<file path="src/design/spf_pkg.sv">
// ----------------------------------------------------------------------------
// spf_pkg
// Types and constants shared by the spectrum peak finder modules.
// ----------------------------------------------------------------------------
package spf_pkg;

    localparam int IDX_W   = 10;
    localparam int PART_W  = 22;
    localparam int BIN_W   = 9;
    localparam int MAG_W   = 22;
    localparam int MARGIN_W = 22;
    localparam int RATE_W  = 16;
    localparam int RATEQ_W = 25;
    localparam int SQ_W    = 2 * PART_W;
    localparam int REM_W   = MAG_W + 2;
    localparam int ROOT_STEPS = SQ_W / 2;
    localparam int CNT_W   = $clog2(ROOT_STEPS);
    localparam int IN_W    = 56;
    localparam int OUT_W   = 56;
    localparam int ADDR_W  = 4;

    typedef logic [1:0] reg_idx_t;
    localparam reg_idx_t REG_START_BIN = 2'd0;
    localparam reg_idx_t REG_MARGIN    = 2'd1;
    localparam reg_idx_t REG_RATE      = 2'd2;

    typedef enum logic [2:0] {
        ST_IDLE,
        ST_MUL_RE,
        ST_MUL_IM,
        ST_ROOT_LOAD,
        ST_ROOT,
        ST_UPDATE,
        ST_EMIT
    } spf_state_t;

    typedef struct packed {
        logic load_in;
        logic mul_re;
        logic mul_im;
        logic root_load;
        logic root_step;
        logic update;
        logic emit;
    } spf_cmd_t;

    typedef struct packed {
        logic last;
        logic out_free;
    } spf_status_t;

    typedef struct packed {
        logic [BIN_W-1:0]    start_bin;
        logic [MARGIN_W-1:0] margin;
        logic [RATE_W-1:0]   rate_per_bin_q8;
    } spf_cfg_t;

endpackage

</file>
<file path="src/design/spf_cfg.sv">
// ----------------------------------------------------------------------------
// spf_cfg
// Configuration register file behind the APB port.
// ----------------------------------------------------------------------------
module spf_cfg
    import spf_pkg::*;
(
    input  logic              clk,
    input  logic              rst_n,
    input  logic              psel,
    input  logic              penable,
    input  logic              pwrite,
    input  logic [ADDR_W-1:0] paddr,
    input  logic [31:0]       pwdata,
    output logic [31:0]       prdata,
    output logic              pready,
    output spf_cfg_t          cfg
);

    logic [BIN_W-1:0]    start_bin_reg;
    logic [MARGIN_W-1:0] margin_reg;
    logic [RATE_W-1:0]   rate_reg;
    logic                wr_en;
    reg_idx_t            idx;

    assign pready = 1'b1;
    assign idx    = paddr[3:2];
    assign wr_en  = psel && penable && pwrite && pready;

    always_ff @(posedge clk or negedge rst_n)
    begin
        if (!rst_n)
        begin
            start_bin_reg <= BIN_W'(10);
            margin_reg    <= '0;
            rate_reg      <= RATE_W'(1500);
        end
        else if (wr_en)
        begin
            case (idx)
                REG_START_BIN: start_bin_reg <= pwdata[BIN_W-1:0];
                REG_MARGIN:    margin_reg    <= pwdata[MARGIN_W-1:0];
                REG_RATE:      rate_reg      <= pwdata[RATE_W-1:0];
                default:       ;
            endcase
        end
    end

    always_comb
    begin
        case (idx)
            REG_START_BIN: prdata = {{(32-BIN_W){1'b0}}, start_bin_reg};
            REG_MARGIN:    prdata = {{(32-MARGIN_W){1'b0}}, margin_reg};
            REG_RATE:      prdata = {{(32-RATE_W){1'b0}}, rate_reg};
            default:       prdata = '0;
        endcase
    end

    assign cfg.start_bin       = start_bin_reg;
    assign cfg.margin          = margin_reg;
    assign cfg.rate_per_bin_q8 = rate_reg;

endmodule

</file>
<file path="src/design/spf_ctrl.sv">
// ----------------------------------------------------------------------------
// spf_ctrl
// Sequencer: input request, squares, square-root loop, update, result.
// ----------------------------------------------------------------------------
module spf_ctrl
    import spf_pkg::*;
(
    input  logic        clk,
    input  logic        rst_n,
    input  logic        in_valid,
    output logic        in_ready,
    input  spf_status_t status,
    output spf_cmd_t    cmd
);

    spf_state_t       state_reg;
    spf_state_t       state_next;
    logic [CNT_W-1:0] cnt_reg;
    logic [CNT_W-1:0] cnt_next;

    always_ff @(posedge clk or negedge rst_n)
    begin
        if (!rst_n)
        begin
            state_reg <= ST_IDLE;
            cnt_reg   <= '0;
        end
        else
        begin
            state_reg <= state_next;
            cnt_reg   <= cnt_next;
        end
    end

    always_comb
    begin
        state_next = state_reg;
        cnt_next   = cnt_reg;
        cmd        = '0;
        in_ready   = 1'b0;
        case (state_reg)
            ST_IDLE:
            begin
                in_ready = 1'b1;
                if (in_valid)
                begin
                    cmd.load_in = 1'b1;
                    state_next  = ST_MUL_RE;
                end
            end
            ST_MUL_RE:
            begin
                cmd.mul_re = 1'b1;
                state_next = ST_MUL_IM;
            end
            ST_MUL_IM:
            begin
                cmd.mul_im = 1'b1;
                state_next = ST_ROOT_LOAD;
            end
            ST_ROOT_LOAD:
            begin
                cmd.root_load = 1'b1;
                cnt_next      = '0;
                state_next    = ST_ROOT;
            end
            ST_ROOT:
            begin
                cmd.root_step = 1'b1;
                cnt_next      = cnt_reg + 1'b1;
                if (cnt_reg == CNT_W'(ROOT_STEPS - 1))
                    state_next = ST_UPDATE;
            end
            ST_UPDATE:
            begin
                cmd.update = 1'b1;
                state_next = status.last ? ST_EMIT : ST_IDLE;
            end
            ST_EMIT:
            begin
                if (status.out_free)
                begin
                    cmd.emit   = 1'b1;
                    state_next = ST_IDLE;
                end
            end
            default:
            begin
                state_next = ST_IDLE;
            end
        endcase
    end

endmodule

</file>
<file path="src/design/spf_dp.sv">
// ----------------------------------------------------------------------------
// spf_dp
// Datapath: magnitude by shared multiplier and bit-pair square root,
// running best bin, result register.
// ----------------------------------------------------------------------------
module spf_dp
    import spf_pkg::*;
#(
    parameter int BINS = 1024
)
(
    input  logic             clk,
    input  logic             rst_n,
    input  spf_cmd_t         cmd,
    output spf_status_t      status,
    input  spf_cfg_t         cfg,
    input  logic [IN_W-1:0]  in_data,
    input  logic             in_last,
    output logic             out_valid,
    input  logic             out_ready,
    output logic [OUT_W-1:0] out_data
);

    localparam int unsigned HALF_BINS = BINS / 2;

    logic [IDX_W-1:0]   idx_reg;
    logic [PART_W-1:0]  re_reg;
    logic [PART_W-1:0]  im_reg;
    logic               last_reg;
    logic [SQ_W-1:0]    sq_re_reg;
    logic [SQ_W-1:0]    sq_im_reg;
    logic [SQ_W-1:0]    rad_reg;
    logic [REM_W-1:0]   rem_reg;
    logic [MAG_W-1:0]   root_reg;
    logic [MAG_W-1:0]   best_mag_reg;
    logic [BIN_W-1:0]   best_bin_reg;
    logic [BIN_W-1:0]   out_bin_reg;
    logic [MAG_W-1:0]   out_mag_reg;
    logic [RATEQ_W-1:0] out_rate_reg;
    logic               out_valid_reg;

    logic [PART_W-1:0]  re_raw;
    logic [PART_W-1:0]  im_raw;
    logic [PART_W-1:0]  re_abs;
    logic [PART_W-1:0]  im_abs;
    logic [PART_W-1:0]  mul_op;
    logic [SQ_W-1:0]    sq;
    logic [REM_W+1:0]   rem_sh;
    logic [REM_W+1:0]   trial;
    logic               fits;
    logic [REM_W+1:0]   rem_sub;
    logic               in_window;
    logic [MAG_W:0]     thresh;
    logic               beats;

    assign re_raw = in_data[IDX_W +: PART_W];
    assign im_raw = in_data[IDX_W+PART_W +: PART_W];
    assign re_abs = re_raw[PART_W-1] ? PART_W'(~re_raw + 1'b1) : re_raw;
    assign im_abs = im_raw[PART_W-1] ? PART_W'(~im_raw + 1'b1) : im_raw;

    assign mul_op = cmd.mul_im ? im_reg : re_reg;
    assign sq     = SQ_W'(mul_op) * SQ_W'(mul_op);

    assign rem_sh  = {rem_reg, rad_reg[SQ_W-1 -: 2]};
    assign trial   = (REM_W+2)'({root_reg, 2'b01});
    assign fits    = rem_sh >= trial;
    assign rem_sub = rem_sh - trial;

    assign in_window = (IDX_W'(cfg.start_bin) <= idx_reg) && (32'(idx_reg) < HALF_BINS);
    assign thresh    = (MAG_W+1)'(best_mag_reg) + (MAG_W+1)'(cfg.margin);
    assign beats     = (MAG_W+1)'(root_reg) > thresh;

    always_ff @(posedge clk)
    begin
        if (cmd.load_in)
        begin
            idx_reg  <= in_data[IDX_W-1:0];
            re_reg   <= re_abs;
            im_reg   <= im_abs;
            last_reg <= in_last;
        end
        if (cmd.mul_re)
            sq_re_reg <= sq;
        if (cmd.mul_im)
            sq_im_reg <= sq;
        if (cmd.root_load)
        begin
            rad_reg  <= sq_re_reg + sq_im_reg;
            rem_reg  <= '0;
            root_reg <= '0;
        end
        else if (cmd.root_step)
        begin
            rad_reg  <= {rad_reg[SQ_W-3:0], 2'b00};
            rem_reg  <= fits ? rem_sub[REM_W-1:0] : rem_sh[REM_W-1:0];
            root_reg <= {root_reg[MAG_W-2:0], fits};
        end
        if (cmd.emit)
        begin
            out_bin_reg  <= best_bin_reg;
            out_mag_reg  <= best_mag_reg;
            out_rate_reg <= RATEQ_W'(best_bin_reg) * RATEQ_W'(cfg.rate_per_bin_q8);
        end
    end

    always_ff @(posedge clk or negedge rst_n)
    begin
        if (!rst_n)
        begin
            best_mag_reg  <= '0;
            best_bin_reg  <= '0;
            out_valid_reg <= 1'b0;
        end
        else
        begin
            if (cmd.emit)
            begin
                best_mag_reg <= '0;
                best_bin_reg <= '0;
            end
            else if (cmd.update && in_window && beats)
            begin
                best_mag_reg <= root_reg;
                best_bin_reg <= idx_reg[BIN_W-1:0];
            end
            if (cmd.emit)
                out_valid_reg <= 1'b1;
            else if (out_ready)
                out_valid_reg <= 1'b0;
        end
    end

    assign status.last     = last_reg;
    assign status.out_free = !out_valid_reg || out_ready;

    assign out_valid = out_valid_reg;
    assign out_data  = {out_rate_reg, out_mag_reg, out_bin_reg};

endmodule

</file>
<file path="src/design/spectrum_peak_finder.sv">
// ----------------------------------------------------------------------------
// spectrum_peak_finder
// Peak bin search over a stream of FFT bins by integer magnitude.
// ----------------------------------------------------------------------------
// Pacing: a new bin is accepted only once the previous one has left the
//   22-step square-root loop in the datapath and the update state.
// Result: registered in the emit state after the last bin, once the output is free.
// Reset: start_bin 10, margin 0, rate_per_bin_q8 1500; best bin and
//   magnitude cleared; no result pending.
module spectrum_peak_finder
    import spf_pkg::*;
#(
    parameter int BINS = 1024
)
(
    input  logic              clk,
    input  logic              rst_n,
    input  logic              s_axis_tvalid,
    output logic              s_axis_tready,
    input  logic [IN_W-1:0]   s_axis_tdata,  // bin_index, real_part, imag_part, zero pad
    input  logic              s_axis_tlast,  // last_bin
    output logic              m_axis_tvalid,
    input  logic              m_axis_tready,
    output logic [OUT_W-1:0]  m_axis_tdata,  // peak_bin, peak_magnitude, rate_q8
    input  logic              psel,
    input  logic              penable,
    input  logic              pwrite,
    input  logic [ADDR_W-1:0] paddr,
    input  logic [31:0]       pwdata,
    output logic [31:0]       prdata,
    output logic              pready
);

    spf_cfg_t    cfg;
    spf_cmd_t    cmd;
    spf_status_t status;

    spf_cfg u_cfg (
        .clk     (clk),
        .rst_n   (rst_n),
        .psel    (psel),
        .penable (penable),
        .pwrite  (pwrite),
        .paddr   (paddr),
        .pwdata  (pwdata),
        .prdata  (prdata),
        .pready  (pready),
        .cfg     (cfg)
    );

    spf_ctrl u_ctrl (
        .clk      (clk),
        .rst_n    (rst_n),
        .in_valid (s_axis_tvalid),
        .in_ready (s_axis_tready),
        .status   (status),
        .cmd      (cmd)
    );

    spf_dp #(
        .BINS (BINS)
    ) u_dp (
        .clk       (clk),
        .rst_n     (rst_n),
        .cmd       (cmd),
        .status    (status),
        .cfg       (cfg),
        .in_data   (s_axis_tdata),
        .in_last   (s_axis_tlast),
        .out_valid (m_axis_tvalid),
        .out_ready (m_axis_tready),
        .out_data  (m_axis_tdata)
    );

endmodule

</file>
<file path="config.mk">
export PLATFORM = sky130hd
export DESIGN_NAME = spectrum_peak_finder
export DESIGN_NICKNAME = d
export VERILOG_FILES = /design/src/design/spf_pkg.sv /design/src/design/spf_cfg.sv /design/src/design/spf_ctrl.sv /design/src/design/spf_dp.sv /design/src/design/spectrum_peak_finder.sv
export SDC_FILE = /design/constraint.sdc
export NUM_CORES = 2
export LEC_CHECK = 0
export ABC_AREA = 0
export BUFFER_PORTS_ARGS = -buffer_cell sky130_fd_sc_hd__buf_2
export CAP_MARGIN = 20
export CORE_MARGIN = 2
export CORE_UTILIZATION = 50
export CTS_CLUSTER_SIZE = 14
export DETAILED_ROUTE_END_ITERATION = 16
export GPL_TIMING_DRIVEN = 0
export PLACE_DENSITY = 0.73
export SLEW_MARGIN = 20
export SYNTH_ARGS = -nofsm -noshare
export SYNTH_HDL_FRONTEND = slang
export SYNTH_HIERARCHICAL = 1
export SYNTH_SLANG_ARGS = --single-unit
</file>
<file path="constraint.sdc">
create_clock -name clk -period 21.9 [get_ports clk]
set_input_delay 2.19 -clock clk [delete_from_list [all_inputs] [get_ports clk]]
set_output_delay 2.19 -clock clk [all_outputs]
set_load 0.05 [all_outputs]
</file>
==> impl_metrics.json <==
{
  "status": "finished clean",
  "postRouteAntennaNets": 0,
  "finalSetupTns_ns": 0,
  "drive_above_1_share_pct": 10.8,
  "synthMuxAreaShare_pct": 5.04,
  "vias": 25900,
  "crit_arrival_ns": 11.84,
  "vias_per_cell": 5.42,
  "slowest_delay_ns": 0.74,
  "synth_top_area_share_pct": 24.1,
  "insertion_delay_ns": 0.57,
  "synth_seq_area_share_pct": 28.1,
  "drv_cap": 0,
  "htree_levels": 2,
  "synth_cell_type_count": 91,
  "synthAdderAreaFrac_pct": 35.2,
  "ys.flop_type": "edfxtp_1",
  "synth_top_family_by_area": "adder cells",
  "setup_violations": 0,
  "path_common_cell": "fa_1",
  "r2r_slack_ns": 10.36,
  "grt_max_degree": 67,
  "dpl.cell_count": 4714,
  "worstPathRequired_ns": 22.19,
  "areaGrowthSynthToFinish_pct": 9.88,
  "die_area_sq_mm": 0.0757,
  "dr.pass1.iters": 5,
  "relSlewSlack_pct": 20.5,
  "path_delay_family": "adder cells",
  "synth-simple-area-share_pct": 11.5,
  "slew_viol_final": 0,
  "synth_seq_cells": 374,
  "whs_path_depth": 2,
  "r2r_cells": 32,
  "grt_setup_unrepaired": "no",
  "yosys_warnings": 6,
  "hold_class": "reg -> reg",
  "path_max_fanout": 10,
  "path_buf_inv": 11,
  "antenna_found_initial": 0,
  "async_reset_ff_share_pct": 23.3,
  "r2r-start": "u_ctrl/state_reg[1]",
  "endpoint_kind": "register",
  "ctsHoldBuffers": 0,
  "clkTransAtPathRegs_ns": 0.06,
  "synth-compound-area-share_pct": 8.05,
  "synthCells": 3565,
  "grt_usage_pct": 23.9,
  "place.gp.congestion": 0.936,
  "num_io_pins": 191,
  "numCtsBuffers": 42,
  "fin_nets": 4667,
  "netlist_area_sq_mm": 0.0368,
  "largest_reg_flops": 44,
  "synth-edff-count": 241,
  "fin_skew_ns": 0.0311,
  "drc": 0,
  "initial_core_util_pct": 50.5,
  "cts-resized-gates": 0,
  "synth_area_leader_cell": "fa_1",
  "core-area_sq_mm": 0.0728,
  "dp_hpwl_um": 69900,
  "die_h_um": 275,
  "grt_overflow_total": 0,
  "critical_path_class": "reg -> reg",
  "worst_path_max_delay_cell": "clkbuf_1",
  "hold_viol_final": 0,
  "port-buffer-count": 165,
  "post-cts-setup-buffers": 0,
  "detail_route.iter0.violations": 1787,
  "tightest_slew_ns": 1.16,
  "min_period_ns": 11.54,
  "grt_pass1_vias": 26700,
  "totalWireLength_um": 88100,
  "grt_pass1_wl_um": 142000,
  "hold_path_end": "u_dp/rem_reg[22]",
  "cts_sinks": 374,
  "hp-start": "u_dp/rem_reg[22]",
  "clk_path_buf_depth": 3,
  "synthXorXnorAreaFrac_pct": 4.29,
  "synth.most_common_cell": "inv_1",
  "syn_avg_cell_area_sq_um": 10.3,
  "r2r_end": "u_dp/sq_im_reg[41]",
  "synth.area.top_cells": "fa_1 24%, edfxtp_1 20%, ha_1 11%",
  "cts_root_buffer": "clkbuf_16",
  "worstSetupStartpointType": "register",
  "period_share_pct": 52.7,
  "final_cells": 4789,
  "cts_tree": "yes",
  "placementRows": 99,
  "fmax_mhz": 86.6,
  "die_width_um": 275,
  "wl_per_cell_um": 18.4,
  "synth_commonest_cells": "603 x inv_1, 442 x fa_1, 326 x ha_1"
}
## cells by family (layout without fill, tap and decap cells)
family	Yosys count	in the layout
DFF	374	374
muxes	174	174
adders and majority gates	769	769
xor gates and xnor gates	180	180
buffers and inverters	737	992
other	2	12
and+or+nand+nor	895	895
AOI/OAI and AO/OA	434	434
## through the flow
step | worst slack [ns] | util (%) | cell area (sq um) | hold WS (ns)
3_5_place_dp | 10.47 | 53.7 | 39100 | 0.475
6_report | 10.36 | 55.5 | 40400 | 0.490
2_1_floorplan | 9.95 | - | 36800 | 0.423
4_1_cts | 10.38 | 55.5 | 40400 | 0.492
5_1_grt | 9.91 | 55.5 | 40400 | 0.508
3_3_place_gp | 4.69 | 53.3 | 38800 | 0.464
## cell usage in the layout, fill, tap and decap left out, types with 18 or more instances in the layout
cell type,netlist,layout
mux2i_1,85,80
o21ai_0,71,71
nand2_1,325,325
a21oi_1,109,109
dfrtp_1,78,78
or3_1,29,29
nand2b_1,82,82
o21a_1,22,22
inv_1,603,602
o31ai_1,22,22
dfxtp_1,46,46
xnor2_1,131,131
nor3_1,36,36
buf_4,16,24
xor2_1,49,49
fa_1,442,442
nand3_1,45,45
mux2_2,89,89
clkbuf_16,0,43
a211oi_1,18,18
ha_1,326,326
nor2b_1,19,19
edfxtp_1,241,241
clkbuf_1,89,97
buf_2,5,169
nor2_1,208,208
and2_1,78,77
nand4_1,22,22
a21o_1,64,64
## worst max-delay path by stage
stage / slack, ns / cells past startpoint / endpoint / from
2_1_floorplan: 9.95 / 30 / u_dp/sq_im_reg[43] / u_ctrl/state_reg[1]
3_3_place_gp: 4.69 / 29 / u_dp/sq_im_reg[42] / u_ctrl/state_reg[1]
3_5_place_dp: 10.47 / 32 / u_dp/sq_re_reg[42] / u_ctrl/state_reg[1]
4_1_cts: 10.38 / 32 / u_dp/sq_re_reg[42] / u_ctrl/state_reg[1]
5_1_grt: 9.91 / 32 / u_dp/sq_re_reg[42] / u_ctrl/state_reg[1]
6_report: 10.36 / 32 / u_dp/sq_im_reg[41] / u_ctrl/state_reg[1]
## metal layers
metal | part of all wire (%) | up-vias | wire length (um) | track usage (%)
met5 | 0 | - | 0 | 0
met2 | 48 | 825 | 42600 | 41.1
met4 | 3.5 | 0 | 3090 | 8.11
li1 | - | 12100 | - | -
met1 | 41 | 12800 | 36500 | 30.8
met3 | 6.6 | 178 | 5840 | 3.58
## final cells by class
type / instances / area, sq um
sequential: 374 / 10300
buffer: 125 / 573
tap: 959 / 1200
inverter: 612 / 2300
clock inverter: 19 / 161
fill: 6254 / 32400
timing repair buffer: 181 / 1040
clock buffer: 55 / 1160
antenna: 1 / 2.50
multi-input combinational: 2463 / 23600
## worst min-delay path, cell delays in order, from the launching register on
cell	delay (ns)
dfxtp_1	0.32
nor2_1	0.08
nor3_1	0.05
Power is not shown: default switching activity piles up to over one toggle a cycle in this logic, so the estimate is an artifact.
